===== src/sv/householder_row_triangularizer_unit_macros.svh =====
// assertion macros for the householder row triangulariser rtl
// expects i_clk and i_rst_n in the scope of each use
`ifndef HOUSEHOLDER_ROW_TRIANGULARIZER_UNIT_MACROS_SVH
`define HOUSEHOLDER_ROW_TRIANGULARIZER_UNIT_MACROS_SVH

// same-cycle implication
`define HRT_ASSERT_IMP(lbl, ante, cons, msg) \
    lbl: assert property (@(posedge i_clk) disable iff (!i_rst_n) (ante) |-> (cons)) \
        else $error(msg);

// next-cycle implication
`define HRT_ASSERT_NXT(lbl, ante, cons, msg) \
    lbl: assert property (@(posedge i_clk) disable iff (!i_rst_n) (ante) |=> (cons)) \
        else $error(msg);

`endif


===== src/sv/hrt_pkg.sv =====
// shared types, codes and constants of the householder row triangulariser
// no dependencies
`default_nettype none

package hrt_pkg;

    localparam int MAX_ROWS_DEF = 16;
    localparam int MAX_COLS_DEF = 16;
    localparam int CFG_W        = 5;
    localparam int STEPS        = 32;   // root and divide iterations
    localparam logic [31:0] POS_MAX = 32'h7FFF_FFFF;

    // request codes
    localparam logic [1:0] REQ_WRITE   = 2'd0;
    localparam logic [1:0] REQ_START   = 2'd1;
    localparam logic [1:0] REQ_READ    = 2'd2;
    localparam logic [1:0] REQ_UP_READ = 2'd3;

    // status codes
    localparam logic [1:0] ST_READ_OK   = 2'd0;
    localparam logic [1:0] ST_DONE      = 2'd1;
    localparam logic [1:0] ST_DONE_ZERO = 2'd2;

    // register indexes
    localparam logic CFG_ROWS = 1'b0;
    localparam logic CFG_COLS = 1'b1;

    typedef struct packed {
        logic [1:0]         req_type;
        logic [3:0]         row;
        logic [3:0]         col;
        logic signed [31:0] value;
    } t_request;

    typedef struct packed {
        logic signed [31:0] read_data;
        logic [1:0]         status;
    } t_result;

    typedef enum logic [4:0] {
        DP_NOP,
        DP_WR_IN,
        DP_RD_ELEM,
        DP_RD_UP,
        DP_RUN_CLR,
        DP_ACC_CLR,
        DP_RD,
        DP_NORM_MUL,
        DP_NORM_ACC,
        DP_ZERO_PIV,
        DP_SQRT_INIT,
        DP_SQRT_STEP,
        DP_CL,
        DP_E,
        DP_DOT_MUL,
        DP_DOT_ACC,
        DP_DIV_INIT,
        DP_DIV_STEP,
        DP_F,
        DP_UPD_MUL,
        DP_UPD_WR,
        DP_DONE
    } t_dp_op;

    typedef struct packed {
        t_dp_op op;
        logic   first;  // column is the pivot column
        logic   oor;    // request index out of range
    } t_dp_cmd;

    typedef struct packed {
        logic acc_zero;
        logic e_zero;
        logic d_zero;
    } t_dp_status;

endpackage

`default_nettype wire


===== src/sv/hrt_ctrl.sv =====
// sequencer of the householder row triangulariser: request decode, config
// registers, pivot, row and column counters; uses hrt_pkg
`default_nettype none

`include "householder_row_triangularizer_unit_macros.svh"

module hrt_ctrl #(
    parameter int MAX_ROWS = hrt_pkg::MAX_ROWS_DEF,
    parameter int MAX_COLS = hrt_pkg::MAX_COLS_DEF
) (
    input  wire                             i_clk,
    input  wire                             i_rst_n,
    input  wire                             i_start,
    input  wire hrt_pkg::t_request          i_req,
    input  wire                             i_cfg_we,
    input  wire                             i_cfg_idx,
    input  wire [hrt_pkg::CFG_W-1:0]        i_cfg_data,
    input  wire hrt_pkg::t_dp_status        i_status,
    output logic                            o_busy,
    output hrt_pkg::t_dp_cmd                o_cmd,
    output logic [$clog2(MAX_ROWS)-1:0]     o_row,
    output logic [$clog2(MAX_COLS)-1:0]     o_col
);

    localparam int RW   = $clog2(MAX_ROWS);
    localparam int CW   = $clog2(MAX_COLS);
    localparam int DMAX = (MAX_ROWS > MAX_COLS) ? MAX_ROWS : MAX_COLS;
    localparam int DIMW = ($clog2(DMAX + 1) > hrt_pkg::CFG_W) ?
                          $clog2(DMAX + 1) : hrt_pkg::CFG_W;
    localparam int NW   = $clog2(hrt_pkg::STEPS);

    typedef enum logic [20:0] {
        S_IDLE = 21'b1 << 0,
        S_PIV  = 21'b1 << 1,
        S_NRD  = 21'b1 << 2,
        S_NMUL = 21'b1 << 3,
        S_NACC = 21'b1 << 4,
        S_NCHK = 21'b1 << 5,
        S_SQRT = 21'b1 << 6,
        S_CL   = 21'b1 << 7,
        S_E    = 21'b1 << 8,
        S_ECHK = 21'b1 << 9,
        S_ROW  = 21'b1 << 10,
        S_DRD  = 21'b1 << 11,
        S_DMUL = 21'b1 << 12,
        S_DACC = 21'b1 << 13,
        S_DCHK = 21'b1 << 14,
        S_DIV  = 21'b1 << 15,
        S_F    = 21'b1 << 16,
        S_URD  = 21'b1 << 17,
        S_UMUL = 21'b1 << 18,
        S_UWR  = 21'b1 << 19,
        S_DONE = 21'b1 << 20
    } t_state;

    t_state r_state, n_state;
    logic [DIMW-1:0] r_p, n_p, r_r, n_r, r_k, n_k;
    logic [NW-1:0]   r_n, n_n;
    logic [hrt_pkg::CFG_W-1:0] r_rows, r_cols;

    logic [DIMW-1:0] rows_eff, cols_eff, npiv;
    logic            accept, row_ok, col_ok, last_col, last_row, last_piv, last_step;

    always_comb begin
        if (r_rows == '0) begin
            rows_eff = DIMW'(1);
        end else if (DIMW'(r_rows) > DIMW'(MAX_ROWS)) begin
            rows_eff = DIMW'(MAX_ROWS);
        end else begin
            rows_eff = DIMW'(r_rows);
        end
        if (r_cols == '0) begin
            cols_eff = DIMW'(1);
        end else if (DIMW'(r_cols) > DIMW'(MAX_COLS)) begin
            cols_eff = DIMW'(MAX_COLS);
        end else begin
            cols_eff = DIMW'(r_cols);
        end
    end

    assign npiv      = (rows_eff < cols_eff) ? rows_eff : cols_eff;
    assign accept    = i_start && (r_state == S_IDLE);
    assign row_ok    = DIMW'(i_req.row) < DIMW'(MAX_ROWS);
    assign col_ok    = DIMW'(i_req.col) < DIMW'(MAX_COLS);
    assign last_col  = (r_k + DIMW'(1)) == cols_eff;
    assign last_row  = (r_r + DIMW'(1)) == rows_eff;
    assign last_piv  = (r_p + DIMW'(1)) == npiv;
    assign last_step = r_n == NW'(hrt_pkg::STEPS - 1);
    assign o_busy    = r_state != S_IDLE;

    always_ff @(posedge i_clk) begin
        if (!i_rst_n) begin
            r_rows <= hrt_pkg::CFG_W'(16);
            r_cols <= hrt_pkg::CFG_W'(16);
        end else if (i_cfg_we) begin
            if (i_cfg_idx == hrt_pkg::CFG_ROWS) begin
                r_rows <= i_cfg_data;
            end else begin
                r_cols <= i_cfg_data;
            end
        end
    end

    always_comb begin
        n_state = r_state;
        n_p     = r_p;
        n_r     = r_r;
        n_k     = r_k;
        n_n     = r_n;
        o_cmd.op    = hrt_pkg::DP_NOP;
        o_cmd.first = r_k == r_p;
        o_cmd.oor   = 1'b0;
        unique case (r_state)
            S_IDLE: begin
                if (accept) begin
                    unique case (i_req.req_type)
                        hrt_pkg::REQ_WRITE: begin
                            o_cmd.op = (row_ok && col_ok) ? hrt_pkg::DP_WR_IN
                                                          : hrt_pkg::DP_NOP;
                        end
                        hrt_pkg::REQ_START: begin
                            o_cmd.op = hrt_pkg::DP_RUN_CLR;
                            n_p      = '0;
                            n_state  = S_PIV;
                        end
                        hrt_pkg::REQ_READ: begin
                            o_cmd.op  = hrt_pkg::DP_RD_ELEM;
                            o_cmd.oor = !(row_ok && col_ok);
                        end
                        default: begin
                            o_cmd.op  = hrt_pkg::DP_RD_UP;
                            o_cmd.oor = !row_ok;
                        end
                    endcase
                end
            end
            S_PIV: begin
                o_cmd.op = hrt_pkg::DP_ACC_CLR;
                n_k      = r_p;
                n_state  = S_NRD;
            end
            S_NRD: begin
                o_cmd.op = hrt_pkg::DP_RD;
                n_state  = S_NMUL;
            end
            S_NMUL: begin
                o_cmd.op = hrt_pkg::DP_NORM_MUL;
                n_state  = S_NACC;
            end
            S_NACC: begin
                o_cmd.op = hrt_pkg::DP_NORM_ACC;
                if (last_col) begin
                    n_state = S_NCHK;
                end else begin
                    n_k     = r_k + DIMW'(1);
                    n_state = S_NRD;
                end
            end
            S_NCHK: begin
                if (i_status.acc_zero) begin
                    o_cmd.op = hrt_pkg::DP_ZERO_PIV;
                    n_p      = r_p + DIMW'(1);
                    n_state  = last_piv ? S_DONE : S_PIV;
                end else begin
                    o_cmd.op = hrt_pkg::DP_SQRT_INIT;
                    n_n      = '0;
                    n_state  = S_SQRT;
                end
            end
            S_SQRT: begin
                o_cmd.op = hrt_pkg::DP_SQRT_STEP;
                n_n      = r_n + NW'(1);
                if (last_step) begin
                    n_state = S_CL;
                end
            end
            S_CL: begin
                o_cmd.op = hrt_pkg::DP_CL;
                n_state  = S_E;
            end
            S_E: begin
                o_cmd.op = hrt_pkg::DP_E;
                n_state  = S_ECHK;
            end
            S_ECHK: begin
                if (i_status.e_zero || ((r_p + DIMW'(1)) >= rows_eff)) begin
                    n_p     = r_p + DIMW'(1);
                    n_state = last_piv ? S_DONE : S_PIV;
                end else begin
                    n_r     = r_p + DIMW'(1);
                    n_state = S_ROW;
                end
            end
            S_ROW: begin
                o_cmd.op = hrt_pkg::DP_ACC_CLR;
                n_k      = r_p;
                n_state  = S_DRD;
            end
            S_DRD: begin
                o_cmd.op = hrt_pkg::DP_RD;
                n_state  = S_DMUL;
            end
            S_DMUL: begin
                o_cmd.op = hrt_pkg::DP_DOT_MUL;
                n_state  = S_DACC;
            end
            S_DACC: begin
                o_cmd.op = hrt_pkg::DP_DOT_ACC;
                if (last_col) begin
                    n_state = S_DCHK;
                end else begin
                    n_k     = r_k + DIMW'(1);
                    n_state = S_DRD;
                end
            end
            S_DCHK: begin
                if (i_status.d_zero) begin
                    if (last_row) begin
                        n_p     = r_p + DIMW'(1);
                        n_state = last_piv ? S_DONE : S_PIV;
                    end else begin
                        n_r     = r_r + DIMW'(1);
                        n_state = S_ROW;
                    end
                end else begin
                    o_cmd.op = hrt_pkg::DP_DIV_INIT;
                    n_n      = '0;
                    n_state  = S_DIV;
                end
            end
            S_DIV: begin
                o_cmd.op = hrt_pkg::DP_DIV_STEP;
                n_n      = r_n + NW'(1);
                if (last_step) begin
                    n_state = S_F;
                end
            end
            S_F: begin
                o_cmd.op = hrt_pkg::DP_F;
                n_k      = r_p;
                n_state  = S_URD;
            end
            S_URD: begin
                o_cmd.op = hrt_pkg::DP_RD;
                n_state  = S_UMUL;
            end
            S_UMUL: begin
                o_cmd.op = hrt_pkg::DP_UPD_MUL;
                n_state  = S_UWR;
            end
            S_UWR: begin
                o_cmd.op = hrt_pkg::DP_UPD_WR;
                if (!last_col) begin
                    n_k     = r_k + DIMW'(1);
                    n_state = S_URD;
                end else if (last_row) begin
                    n_p     = r_p + DIMW'(1);
                    n_state = last_piv ? S_DONE : S_PIV;
                end else begin
                    n_r     = r_r + DIMW'(1);
                    n_state = S_ROW;
                end
            end
            S_DONE: begin
                o_cmd.op = hrt_pkg::DP_DONE;
                n_state  = S_IDLE;
            end
            default: begin
                n_state = S_IDLE;
            end
        endcase
    end

    // element row: request row while idle, working row in S_DRD, S_URD and S_UWR, pivot row otherwise
    always_comb begin
        if (r_state == S_IDLE) begin
            o_row = RW'(i_req.row);
            o_col = CW'(i_req.col);
        end else begin
            o_row = (r_state == S_DRD || r_state == S_URD || r_state == S_UWR) ?
                    RW'(r_r) : RW'(r_p);
            o_col = (r_state == S_CL) ? CW'(r_p) : CW'(r_k);
        end
    end

    always_ff @(posedge i_clk) begin
        if (!i_rst_n) begin
            r_state <= S_IDLE;
            r_p     <= '0;
            r_r     <= '0;
            r_k     <= '0;
            r_n     <= '0;
        end else begin
            r_state <= n_state;
            r_p     <= n_p;
            r_r     <= n_r;
            r_k     <= n_k;
            r_n     <= n_n;
        end
    end

    `HRT_ASSERT_NXT(a_start_busy, accept && i_req.req_type == hrt_pkg::REQ_START,
        o_busy, "start beat did not make the block busy")
    `HRT_ASSERT_NXT(a_access_idle, accept && i_req.req_type != hrt_pkg::REQ_START,
        !o_busy, "element access beat made the block busy")
    `HRT_ASSERT_IMP(a_col_range, r_state == S_NRD || r_state == S_DRD || r_state == S_URD,
        r_k < DIMW'(MAX_COLS), "column counter ran past the matrix")
    `HRT_ASSERT_IMP(a_row_range, r_state == S_DRD || r_state == S_URD || r_state == S_UWR,
        r_r < DIMW'(MAX_ROWS) && r_r > r_p, "working row outside the trailing rows")

endmodule

`default_nettype wire


===== config.mk =====
export PLATFORM = sky130hd
export DESIGN_NAME = hrt_ctrl
export DESIGN_NICKNAME = d
export VERILOG_FILES = /design/src/sv/hrt_pkg.sv /design/src/sv/hrt_ctrl.sv
export VERILOG_INCLUDE_DIRS = /design/src /design/src/sv
export SDC_FILE = /design/constraint.sdc
export NUM_CORES = 1
export LEC_CHECK = 0
export ABC_AREA = 1
export BUFFER_PORTS_ARGS = -buffer_cell sky130_fd_sc_hd__buf_4
export CORE_MARGIN = 3
export CORE_UTILIZATION = 50
export DETAILED_ROUTE_END_ITERATION = 12
export GPL_TIMING_DRIVEN = 0
export PLACE_DENSITY = 0.8
export SYNTH_ARGS = -nofsm -noshare
export SYNTH_HDL_FRONTEND = slang
export SYNTH_SLANG_ARGS = --single-unit

===== constraint.sdc =====
create_clock -name i_clk -period 2.49 [get_ports i_clk]
set_input_delay 0.249 -clock i_clk [delete_from_list [all_inputs] [get_ports i_clk]]
set_output_delay 0.249 -clock i_clk [all_outputs]
set_load 0.05 [all_outputs]

# Word-level counts from Yosys, hierarchy flattened
# Index checks and enable logic that the tools add are counted.
# totals
reg_bits	51
latch_bits	0
ramBits	0
rom_bits	0
in_bits	55
elab_cells	125
n_memories	0
# op_classes
addsub	4
mul	0
div	0
order_cmp	4
eq_ne	41
shifts	0
mux	45
bitwise	1
n_reduce_logical	23
# ops
operator	count
$pmux 21 s20	1
$mux 21	10
$mux 5	20
$pmux 5 s17	1
$pmux 5 s3	2
$pmux 5 s5	1
$ne 2x2->1 const B	11
$eq 21x1->1 const B	1
$eq 21x10->1 const B	1
$eq 21x11->1 const B	1
$eq 21x12->1 const B	1
$eq 21x13->1 const B	1
$eq 21x14->1 const B	1
$eq 21x15->1 const B	1
$eq 21x16->1 const B	1
$eq 21x17->1 const B	1
$eq 21x18->1 const B	1
$eq 21x19->1 const B	1
$eq 21x2->1 const B	1
$eq 21x20->1 const B	1
$eq 21x21->1 const B	1
$eq 21x3->1 const B	1
$eq 21x4->1 const B	1
$eq 21x5->1 const B	1
other kinds (35)	55

# Logic depth before layout (Yosys ltp)
# Gate-level depths: netlist of the first run.
# depth
ltp_word	10
depth_mapped	19
depth_no_buf	19

# Worst setup path after synthesis of the first run
# OpenSTA, ideal clock, no wires.
# synth_path
path_kind	flip-flop to output port
from	reg r_p[0]
to	out o_cmd[1] in the netlist's numbering
arrival_ps	2158
required_ps	2241
setup_slack_ps	83
path_stages_with_launch	5
path_buffers	1
cell_sequence	dfxtp_1 -> buf_2 -> xnor2_1 -> nand3_1 -> nor4_1
# synth_lines
item	line	source
from (decl)	hrt_ctrl.sv:57	logic [DIMW-1:0] r_p, n_p, r_r, n_r, r_k, n_k;
from (signal assigned)	hrt_ctrl.sv:295	r_p <= n_p;
to (decl)	hrt_ctrl.sv:20	output hrt_pkg::t_dp_cmd o_cmd,

# Worst setup path in the final report of the first run
# layout_path
from	reg r_state[18]
to	out o_row[1]
# layout_between
elab_chain_cells	5
elab_cells_between_ends	8
# layout_rtl
item	line	source
from (decl)	hrt_ctrl.sv:56	t_state r_state, n_state;
from (signal assigned)	hrt_ctrl.sv:294	r_state <= n_state;
$eq 21x12->1 or $eq 21x18->1 (tied branches)	hrt_ctrl.sv:280	o_row = (r_state == S_DRD || r_state == S_URD || r_state == S_UWR) ?
$logic_or 1x1->1 (2 in series)	hrt_ctrl.sv:280	
$mux 4	hrt_ctrl.sv:280	
$mux 4 (*)	hrt_ctrl.sv:276	if (r_state == S_IDLE) begin
to (decl)	hrt_ctrl.sv:21	output logic [$clog2(MAX_ROWS)-1:0] o_row,
# Every way passes the cells marked *; elsewhere a longest branch is shown, timed or not.

==> summary.txt, run 1 <==
Job
  • Max-cap viol count: 0

Critical path
  • Worst r2r src: r_p[1]$_SDFFE_PN0P_
  • Crit Reg-Reg Endpoint: r_r[3]$_SDFFE_PN0P_
  • CP Class: register to primary output
  • CP required: 2240 ps
  • WP data arrival: approximately 2100 ps
  • Setup crit end kind: primary output
  • R2R Setup Slk: about 200 ps
  • R2r worst-path depth: 11
  • CP Launch Type: register
  • CP max FO: 10

Global routing
  • First-pass GRT wire length: 17.3 mm
  • GRT Util Overall: 24.0%
  • Largest net degree at the start of global routing: 17
  • Initial antenna violation count: 0
  • Total grt overflow: 0
  • Number of global-route vias before repair: around 4,000

Detailed routing
  • Final WL: between 10 and 15 mm
  • ANT nets after route: 0
  • DR vias/cell: 5.50
  • Drt first pass iters: 5
  • Iter 0 DRT Violations: 263
  • Drt drc: 0
  • WL per Instance: about 14 um
  • Detailed-route via count: around 4,200

Placed design
  • Routability Congestion: 0.976
  • Port Buffers: 37
  • Detailed Place HPWL: around 8.5 mm

Floorplan
  • Die ar.: between 9000 and 10,000 um2
  • Chip height: 95.6 um
  • Initial core utilization: a little over 50%
  • Core Box Area: roughly 8000 um2
  • I/O Pins: 71
  • Rows: 32
  • Die width: roughly 96 um

Synth
  • Top FF cell, synth: dfxtp_1
  • Netlist Area Pre-Place: roughly 4000 um2
  • Post-Syn Instances: 609
  • Ys Warns: 0
  • Seq/Total Area, Yosys: 25.4%
  • Most frequent cells after synthesis: nand2_1, nor2_1, inv_1, dfxtp_1, nand3_1
  • Share of the synthesized area in the top cell type: about 25%
  • Most frequent cell after synthesis: nand2_1
  • Async SR Flop Fraction: 0%
  • EDFF count, synth: 0
  • FF+latch count, synth: a little over 50
  • Synthesized area per cell: roughly 6.6 um2
  • Leading area contributor after synthesis: dfxtp_1
  • Syn nets: about 680
  • Post-synth cell types: 47
  • Top post-synthesis cells by area: dfxtp_1, nand2_1, nor2_1

Clock network
  • Max clock buf depth: 2
  • H-tree depth: 2
  • Cts-stage hold buffer count: 0
  • Inserted Clock Buffers: 5
  • CTS tree: yes
  • CTS Root Cell: clkbuf_8
  • Num Clock Sinks: 51
  • Later-pin clock latency in the skew report: 310 ps
  • Clock-pin slew on the worst setup and hold paths: about 100 ps

STA
  • RSZ-0062 raised after global routing: true
  • Fmax: between 400 and 500 MHz
  • Fin crit share: roughly 95%
  • Fin crit period: around 2400 ps
  • Final-report max-slew violation count: 0
  • Rel. slew slack: between 60% and 70%
  • Slew @ Worst Pin: around 570 ps
  • Final setup viols: 0
  • Fin Hold WS: between 150 and 200 ps
  • Setup Skew: slightly above 9 ps
  • Final hold viol count: 0

Power and ir drop
  • Power Dens Cells: 604 nW/um2
  • Leakage: about 2.2 nW
  • Worst ir drop on vdd: between 300 and 400 uV

Final layout
  • Share of cells above drive strength 1: between 20% and 30%
  • # diodes: 0
  • Layout Utilization: ~60%
  • Final net count: approximately 730
  • Area grow syn2layout: 16.7%

Hold path
  • Hold endpoint: r_cols[4]$_SDFFE_PN1P_
  • Worst hold path startpoint: i_cfg_data[4]
  • Hold Path Class: input pin to register
  • Hold Path Stages: 3

Status
  • Outcome: finished clean
-- power by group --
| group | switching [W] | internal, W |
|---|---|---|
| registers | 0.0000322 | 0.000847 |
| clock network | 0.000289 | 0.000228 |
| logic | 0.00101 | 0.000430 |
-- worst max-delay path, cell delays in order (launching register included) --
cell     delay, ps
dfxtp_1        350
nor2_4         200
nand3_4        190
inv_2          140
buf_6          150
nand3_1        120
nand3_4        150
mux2i_1        200
o21ai_1         90
buf_4          190
-- logic make-up (layout without fill, tap and decap cells) --
logic type	count (synthesis)	in the layout	synth area share [%]
adders and majority gates	18	18	5.61
and+or+nand+nor	338	338	43.4
DFF	51	51	25.4
buffers and inverters	98	146	9.59
muxes	5	5	1.28
AOI/OAI and AO/OA	82	82	11.1
xor gates and xnor gates	16	16	3.49
other	1	1	0.0933
-- state kept, by name, summed over array words and instances, names as in the netlist --
name and cells:
r_state 21, r_cols 5, r_k 5, r_n 5
r_p 5, r_r 5, r_rows 5
-- layout make-up --
type	instances	area [um2]
fill	728	3080
multi-input combinational	460	2720
sequential	51	1030
inverter	86	330
timing repair buffer	42	327
tap	102	128
clock buffer	6	82.6
buffer	10	58.8
clock inverter	2	16.3
-- repair_timing --
| item | in CTS | in global routing |
|---|---|---|
| setup endpoints to repair | 18 | 24 |
| setup buffers | 0 | 5 |
| gates resized for setup | 4 | 35 |
| pin swaps | 0 | 8 |
-- stage by stage --
step / setup WS [ps] / cell area (um2) / power (W) / std cells / setup TNS [ps]
3_5_place_dp: -177 / 4420 / 0.00223 / 748 / -1130
6_report: 130 / 4690 / 0.00283 / 759 / 0
5_1_grt: -27.0 / 4690 / 0.00297 / 759 / -32.3
2_1_floorplan: 82.9 / 4020 / 0.00187 / 609 / 0
3_3_place_gp: -96.0 / 4420 / 0.00221 / 748 / -395
4_1_cts: 2.37 / 4540 / 0.00276 / 755 / 0
-- cell usage in the layout, fill, tap and decap left out, drive strengths merged --
cell	instances
clkinv	1
o21ai	46
nand2	139
inv	86
a21boi	2
o211a	1
o21bai	1
clkbuf	11
o211ai	2
a21oi	29
nor3b	5
nor3	25
mux2i	4
xnor2	5
dfxtp	51
nor2b	4
nand4	9
nand3b	2
buf	47
nor2	95
conb	1
nor4	3
mux2	1
clkinvlp	1
o21a	1
ha	18
or2	3
xor2	11
nand3	53
-- metal layers --
metal / global-route usage [%] / wire length, um / up-vias
met5: 0 / 0 / -
met4: 10.3 / 367 / 0
met3: 3.55 / 594 / 29
met2: 43.1 / 5580 / 153
met1: 27.9 / 4370 / 1928
li1: - / - / 2061
-- how the worst max path moves through the flow --
stage,start,end,depth (start not counted)
detailed placement,r_p[1]$_SDFFE_PN0P_,r_r[0]$_SDFFE_PN0P_,14
global route,r_p[0]$_SDFFE_PN0P_,r_r[0]$_SDFFE_PN0P_,13
global placement,r_p[1]$_SDFFE_PN0P_,r_r[0]$_SDFFE_PN0P_,14
CTS,r_state[3]$_SDFFE_PN0P_,o_row[0],10
finish,r_state[18]$_SDFFE_PN0P_,o_row[1],9
floorplan,r_p[0]$_SDFFE_PN0P_,o_cmd[1],4
Note: power is estimated with default switching activity, not from simulation.
==> run 2: changes to the inputs <==
- ABC_CLOCK_PERIOD_IN_PS: not set -> 2490
- CORE_UTILIZATION: 50 -> 40
- PLACE_DENSITY: 0.8 -> 0.67
==> summary.txt, run 2 (synthesis results as in run 1) <==
Status
  • Outcome: finished clean (unchanged)

Global routing
  • Number of global-route vias before repair: 3,900 (was 3,907)
  • Total grt overflow: 0 (unchanged)
  • Initial antenna violation count: 0 (unchanged)
  • GRT Util Overall: 19.9% (was 24.0%)
  • First-pass GRT wire length: 18.2 mm (was 17.3 mm)
  • Largest net degree at the start of global routing: 16 (was 17)

Critical path
  • Crit path buf inv count: 2 (was 3)
  • Crit Reg-Reg Endpoint: r_state[1]$_SDFFE_PN0P_ (was r_r[3]$_SDFFE_PN0P_)
  • Setup crit end kind: primary output (unchanged)
  • R2R Setup Slk: 200 ps (about the same)
  • CP top delay family: simple AND/OR/NAND/NOR gates (unchanged)
  • CP Class: register to primary output (unchanged)
  • CP max FO: 5 (was 10)
  • CP Launch Type: register (unchanged)
  • Crit-path cells: inv_1 > nand2_1 > nor2_4 > nand2_2 > nor2_1 > nand2_1 > nor2_4 > nor3_2 > nand2_1 > nor2_1 > nand3_1 > buf_6 (was nor2_4 > nand3_4 > inv_2 > buf_6 > nand3_1 > nand3_4 > mux2i_1 > o21ai_1 > buf_4)
  • WP data arrival: 2150 ps (was 2110 ps)
  • Worst r2r src: r_p[1]$_SDFFE_PN0P_ (unchanged)
  • CP Depth: 12 (was 9)
  • Most Frequent Cell on Critical Path: nand2_1 (was nand3_4)
  • CP required: 2240 ps (about the same)
  • Critical Path Start: r_state[8]$_SDFFE_PN0P_ (was r_state[18]$_SDFFE_PN0P_)
  • Max stage delay on crit path: 400 ps (was 350 ps)
  • Setup crit end: o_cmd[4] (was o_row[1])
  • R2r worst-path depth: 14 (was 11)
  • Slowest cell on crit path: dfxtp_1 (unchanged)

STA
  • Rel. slew slack: 57.3% (was 61.8%)
  • RSZ-0062 raised after global routing: true (unchanged)
  • Fin crit period: 2400 ps (was 2360 ps)
  • Fmax: 417 MHz (was 424 MHz)
  • Setup TNS: 0 ps (unchanged)
  • Setup Skew: 10.7 ps (was 9.10 ps)
  • Slew @ Worst Pin: 641 ps (was 573 ps)
  • Final setup viols: 0 (unchanged)
  • Final hold viol count: 0 (unchanged)
  • Final-report max-slew violation count: 0 (unchanged)
  • Final worst slack: 93.8 ps (was 130 ps)
  • Fin crit share: 96.2% (was 94.8%)

Floorplan
  • I/O Pins: 71 (unchanged)
  • Die width: 106 um (was 95.6 um)
  • Die ar.: 11,300 um2 (was 9150 um2)
  • Chip height: 106 um (was 95.6 um)
  • Rows: 35 (was 32)
  • Initial core utilization: 42.3% (was 51.7%)
  • Core Box Area: 9500 um2 (was 7770 um2)

Placed design
  • Port Buffers: 37 (unchanged)
  • Detailed Place HPWL: 8.84 mm (was 8.50 mm)
  • Routability Congestion: 0.938 (was 0.976)
  • Pre-CTS setup slack: -129 ps (was -177 ps)

Final layout
  • Multi-input gate area: 2710 um2 (was 2720 um2)
  • Commonest non-fill, non-tap cells in the layout: nand2_1, nor2_1, inv_1 (was nand2_1, inv_1, nor2_1)
  • Share of cells above drive strength 1: 21.8% (was 21.9%)
  • Final net count: 732 (was 729)
  • Fillers: 952 (was 728)
  • FF+latch area: 1030 um2 (about the same)
  • Largest register FFs: 21 (unchanged)
  • Reg with most FFs: r_state (unchanged)
  • Area grow syn2layout: 17.5% (was 16.7%)
  • # diodes: 0 (unchanged)
  • Commonest non-fill, non-tap cell in the layout: nand2_1 (unchanged)

Clock network
  • Inserted Clock Buffers: 5 (unchanged)
  • H-tree depth: 2 (unchanged)
  • Clock-pin slew on the worst setup and hold paths: 100 ps (about the same)
  • CTS Root Cell: clkbuf_8 (unchanged)
  • Max clock buf depth: 2 (unchanged)
  • Num Clock Sinks: 51 (unchanged)
  • CTS tree: yes (unchanged)
  • Later-pin clock latency in the skew report: 310 ps (about the same)

Job
  • Max-cap viol count: 0 (unchanged)

Power and ir drop
  • Worst ir drop on vdd: 247 uV (was 333 uV)
  • Leakage: 2.22 nW (was 2.21 nW)
  • Power Dens Cells: 586 nW/um2 (was 604 nW/um2)

Detailed routing
  • WL per Instance: 14.1 um (was 14.4 um)
  • Final WL: 11.1 mm (was 10.9 mm)
  • Drt drc: 0 (unchanged)
  • Drt first pass iters: 5 (unchanged)
  • Iter 0 DRT Violations: 185 (was 263)
  • ANT nets after route: 0 (unchanged)
  • DR vias/cell: 5.15 (was 5.50)
  • Detailed-route via count: 4,060 (was 4,171)

Hold path
  • Hold Path Class: input pin to register (unchanged)
-- run 2: routing by layer --
layer,wire (um),part of all wire (%),global-route usage [%],vias up
met2,5520,49,35.1,110
met4,318,2.9,7.68,0
li1,-,-,-,2068
met3,469,4.2,2.73,28
met1,4840,43,24.3,1854
met5,0,0,0,-
-- run 2: layout make-up --
type                    instances  area share [%]
multi-input cells             460            57.4
inverters                      86            6.94
plain buffers                  10            1.25
clock buffers                   6            1.54
clock inverters                 2           0.265
well taps                     129            3.42
flip-flops and latches         51            21.8
repair buffers                 45            7.32
-- run 2: worst min path at each step --
stage	startpoint	endpoint	slack (ps)	depth (start not counted)
finish	i_cfg_data[2]	r_rows[2]$_SDFFE_PN0P_	170	3
global route	i_cfg_data[1]	r_rows[1]$_SDFFE_PN0P_	180	3
CTS	i_cfg_data[2]	r_rows[2]$_SDFFE_PN0P_	170	3
detailed placement	r_rows[0]$_SDFFE_PN0P_	r_rows[0]$_SDFFE_PN0P_	470	2
global placement	r_rows[0]$_SDFFE_PN0P_	r_rows[0]$_SDFFE_PN0P_	460	2
floorplan	i_cfg_data[4]	r_cols[4]$_SDFFE_PN1P_	380	2
-- run 2: worst min-delay path, delay by kind of cell --
family        cells  cell delay (ps)
buf+inv           1               90
simple gates      2              120
-- run 2: through the flow --
stage	util [%]	cell area (um2)	total power, W	hold WS [ps]	cells
6_report	49.7	4720	0.00277	172	789
5_1_grt	49.7	4720	0.00293	185	789
4_1_cts	48.1	4570	0.00275	170	782
3_5_place_dp	46.9	4460	0.00223	470	775
3_3_place_gp	46.9	4460	0.00223	465	775
2_1_floorplan	-	4020	0.00187	379	609
-- run 2: what timing repair did --
item	4_1_cts	5_1_grt
hold buffers	0	0
gates resized for setup	8	28
endpoints found under the setup margin	19	24
pin swaps	0	3
setup buffers	0	8
-- run 2: report_power, final --
group | internal, W | total [W] | switching, W | leakage (nW)
Combinational | 0.000417 | 0.00139 | 0.000974 | 1.76
Sequential | 0.000847 | 0.000878 | 0.0000318 | 0.415
Clock | 0.000198 | 0.000496 | 0.000298 | 0.0412
Total | 0.00146 | 0.00277 | 0.00130 | 2.22
==> run 3: changes to the inputs <==
- SETUP_SLACK_MARGIN: not set -> 0.4
==> summary.txt, run 3 (synthesis results as in run 1) <==
STA
  • Slew @ Worst Pin: 717 ps (was 641 ps)
  • RSZ-0062 raised after global routing: true (unchanged)
  • Setup Skew: 12.8 ps (was 10.7 ps)
  • Final setup viols: 0 (unchanged)
  • Fin Hold WS: 154 ps (was 172 ps)
  • Rel. slew slack: 52.2% (was 57.3%)
  • Final hold viol count: 0 (unchanged)
  • Fin crit period: 2400 ps (about the same)
  • Final-report max-slew violation count: 0 (unchanged)
  • Fmax: 417 MHz (about the same)
  • Fin crit share: 96.3% (was 96.2%)

Critical path
  • CP max FO: 4 (was 5)
  • Worst r2r src: r_state[16]$_SDFFE_PN0P_ (was r_p[1]$_SDFFE_PN0P_)
  • Crit Reg-Reg Endpoint: r_p[2]$_SDFFE_PN0P_ (was r_state[1]$_SDFFE_PN0P_)
  • Max stage delay on crit path: 360 ps (was 400 ps)
  • R2R Setup Slk: 170 ps (was 200 ps)
  • CP Launch Type: register (unchanged)
  • Crit-path cells: inv_2 > nand2_4 > nor2_4 > nand2_4 > nor2_4 > nand4_1 > nand2_2 > nor2_1 > nand2_1 > nor2_4 > nand3_2 > buf_8 (was inv_1 > nand2_1 > nor2_4 > nand2_2 > nor2_1 > nand2_1 > nor2_4 > nor3_2 > nand2_1 > nor2_1 > nand3_1 > buf_6)
  • CP required: 2240 ps (about the same)
  • CP Class: register to primary output (unchanged)
  • Setup crit end kind: primary output (unchanged)
  • Critical Path Start: r_state[10]$_SDFFE_PN0P_ (was r_state[8]$_SDFFE_PN0P_)
  • Slowest cell on crit path: dfxtp_2 (was dfxtp_1)
  • Most Frequent Cell on Critical Path: nor2_4 (was nand2_1)
  • WP data arrival: 2150 ps (about the same)
  • Setup crit end: o_cmd[4] (unchanged)
  • R2r worst-path depth: 13 (was 14)

Clock network
  • Max clock buf depth: 2 (unchanged)
  • Clock-pin slew on the worst setup and hold paths: 100 ps (about the same)
  • Num Clock Sinks: 51 (unchanged)
  • Inserted Clock Buffers: 5 (unchanged)
  • CTS Root Cell: clkbuf_8 (unchanged)
  • CTS tree: yes (unchanged)
  • H-tree depth: 2 (unchanged)
  • Later-pin clock latency in the skew report: 320 ps (was 310 ps)

Floorplan
  • Die ar.: 11,300 um2 (unchanged)
  • Rows: 35 (unchanged)
  • Core Box Area: 9500 um2 (unchanged)
  • Die width: 106 um (unchanged)
  • Chip height: 106 um (unchanged)
  • I/O Pins: 71 (unchanged)
  • Initial core utilization: 42.3% (unchanged)

Global routing
  • Initial antenna violation count: 0 (unchanged)
  • First-pass GRT wire length: 20.4 mm (was 18.2 mm)
  • Total grt overflow: 0 (unchanged)
  • Largest net degree at the start of global routing: 16 (unchanged)
  • GRT Util Overall: 22.0% (was 19.9%)
  • Number of global-route vias before repair: 4,415 (was 3,900)

Final layout
  • Final net count: 802 (was 732)
  • Layout Cell Area excl Fill: 5890 um2 (was 4720 um2)
  • Reg with most FFs: r_state (unchanged)
  • # diodes: 0 (unchanged)
  • Commonest non-fill, non-tap cells in the layout: buf_4, nand2_1, inv_1 (was nand2_1, nor2_1, inv_1)
  • Share of cells above drive strength 1: 45.9% (was 21.8%)
  • Largest register FFs: 21 (unchanged)
  • Final Instance Count excl. Fillers: 859 (was 789)
  • Area grow syn2layout: 46.6% (was 17.5%)
  • Commonest non-fill, non-tap cell in the layout: buf_4 (was nand2_1)

Placed design
  • Routability Congestion: 0.927 (was 0.938)
  • Placed cell area: 4480 um2 (was 4460 um2)
  • Detailed Place HPWL: 8.62 mm (was 8.84 mm)
  • Port Buffers: 37 (unchanged)
  • Placed Cells: 775 (unchanged)

Hold path
  • Hold Path Class: input pin to register (unchanged)

Power and ir drop
  • Worst ir drop on vdd: 600 uV (was 247 uV)
  • Leakage: 2.74 nW (was 2.22 nW)
  • Power Dens Cells: 574 nW/um2 (was 586 nW/um2)

Detailed routing
  • Iter 0 DRT Violations: 473 (was 185)
  • DR vias/cell: 5.45 (was 5.15)
  • Detailed-route via count: 4,683 (was 4,060)
  • Drt drc: 0 (unchanged)
  • Final WL: 14.3 mm (was 11.1 mm)
  • ANT nets after route: 0 (unchanged)
  • Drt first pass iters: 6 (was 5)
  • WL per Instance: 16.6 um (was 14.1 um)

Job
  • Max-cap viol count: 0 (unchanged)

Status
  • Outcome: finished clean (unchanged)
## run 3: worst max-delay path: cells and delay by family (launching register included)
family	cells	cell delay, ps
buffers and inverters	2	250
DFF	1	360
and+or+nand+nor	10	1210
## run 3: layer usage
layer | wire length, um | track usage [%] | vias up
met4 | 826 | 8.51 | 0
met3 | 1190 | 4.61 | 89
met1 | 5630 | 27.5 | 2106
li1 | - | - | 2205
met2 | 6640 | 36.9 | 283
met5 | 0 | 0 | -
## run 3: where the power goes
part / leakage [nW] / switching, W / internal [W]
sequential: 0.428 / 0.0000392 / 0.000847
combinational: 2.27 / 0.00124 / 0.000737
clock: 0.0412 / 0.000320 / 0.000198
total: 2.74 / 0.00160 / 0.00178
## run 3: worst min-delay path by stage
| stage | from | to | slack, ps | cells past startpoint |
|---|---|---|---|---|
| finish | i_cfg_data[4] | r_rows[4]$_SDFFE_PN1P_ | 150 | 3 |
| global route | i_cfg_data[4] | r_rows[4]$_SDFFE_PN1P_ | 170 | 3 |
| CTS | i_cfg_data[4] | r_rows[4]$_SDFFE_PN1P_ | 160 | 3 |
| detailed placement | r_rows[0]$_SDFFE_PN0P_ | r_rows[0]$_SDFFE_PN0P_ | 470 | 2 |
| global placement | r_rows[0]$_SDFFE_PN0P_ | r_rows[0]$_SDFFE_PN0P_ | 470 | 2 |
| floorplan | i_cfg_data[4] | r_cols[4]$_SDFFE_PN1P_ | 380 | 2 |
## run 3: what timing repair did
| action | 4_1_cts | 5_1_grt |
|---|---|---|
| gates cloned | 0 | 1 |
| pin swaps | 54 | 55 |
| endpoints found under the setup margin | 32 | 43 |
| hold buffers | 0 | 0 |
| hold endpoints to repair | 0 | 0 |
| buffers inserted | 49 | 26 |
| gates resized for setup | 117 | 105 |
## run 3: through the flow
stage / setup WS (ps) / TNS [ps] / utilization, % / power (W)
floorplan: 268 / 0 / - / 0.00190
CTS: 219 / 0 / 55.9 / 0.00302
finish: 92.3 / 0 / 62.0 / 0.00338
detailed placement: -131 / -1030 / 47.2 / 0.00226
global placement: -123 / -504 / 47.2 / 0.00225
global route: 38.2 / 0 / 62.0 / 0.00350
## run 3: cell type report
type                            instances  area (um2)
Fill cell                             794        3610
Multi-Input combinational cell        461        3210
Sequential cell                        51        1070
Timing Repair Buffer                  112         946
Inverter                               86         345
Tap cell                              129         161
Clock buffer                            6        72.6
Buffer                                 12        71.3
Clock inverter                          2        12.5
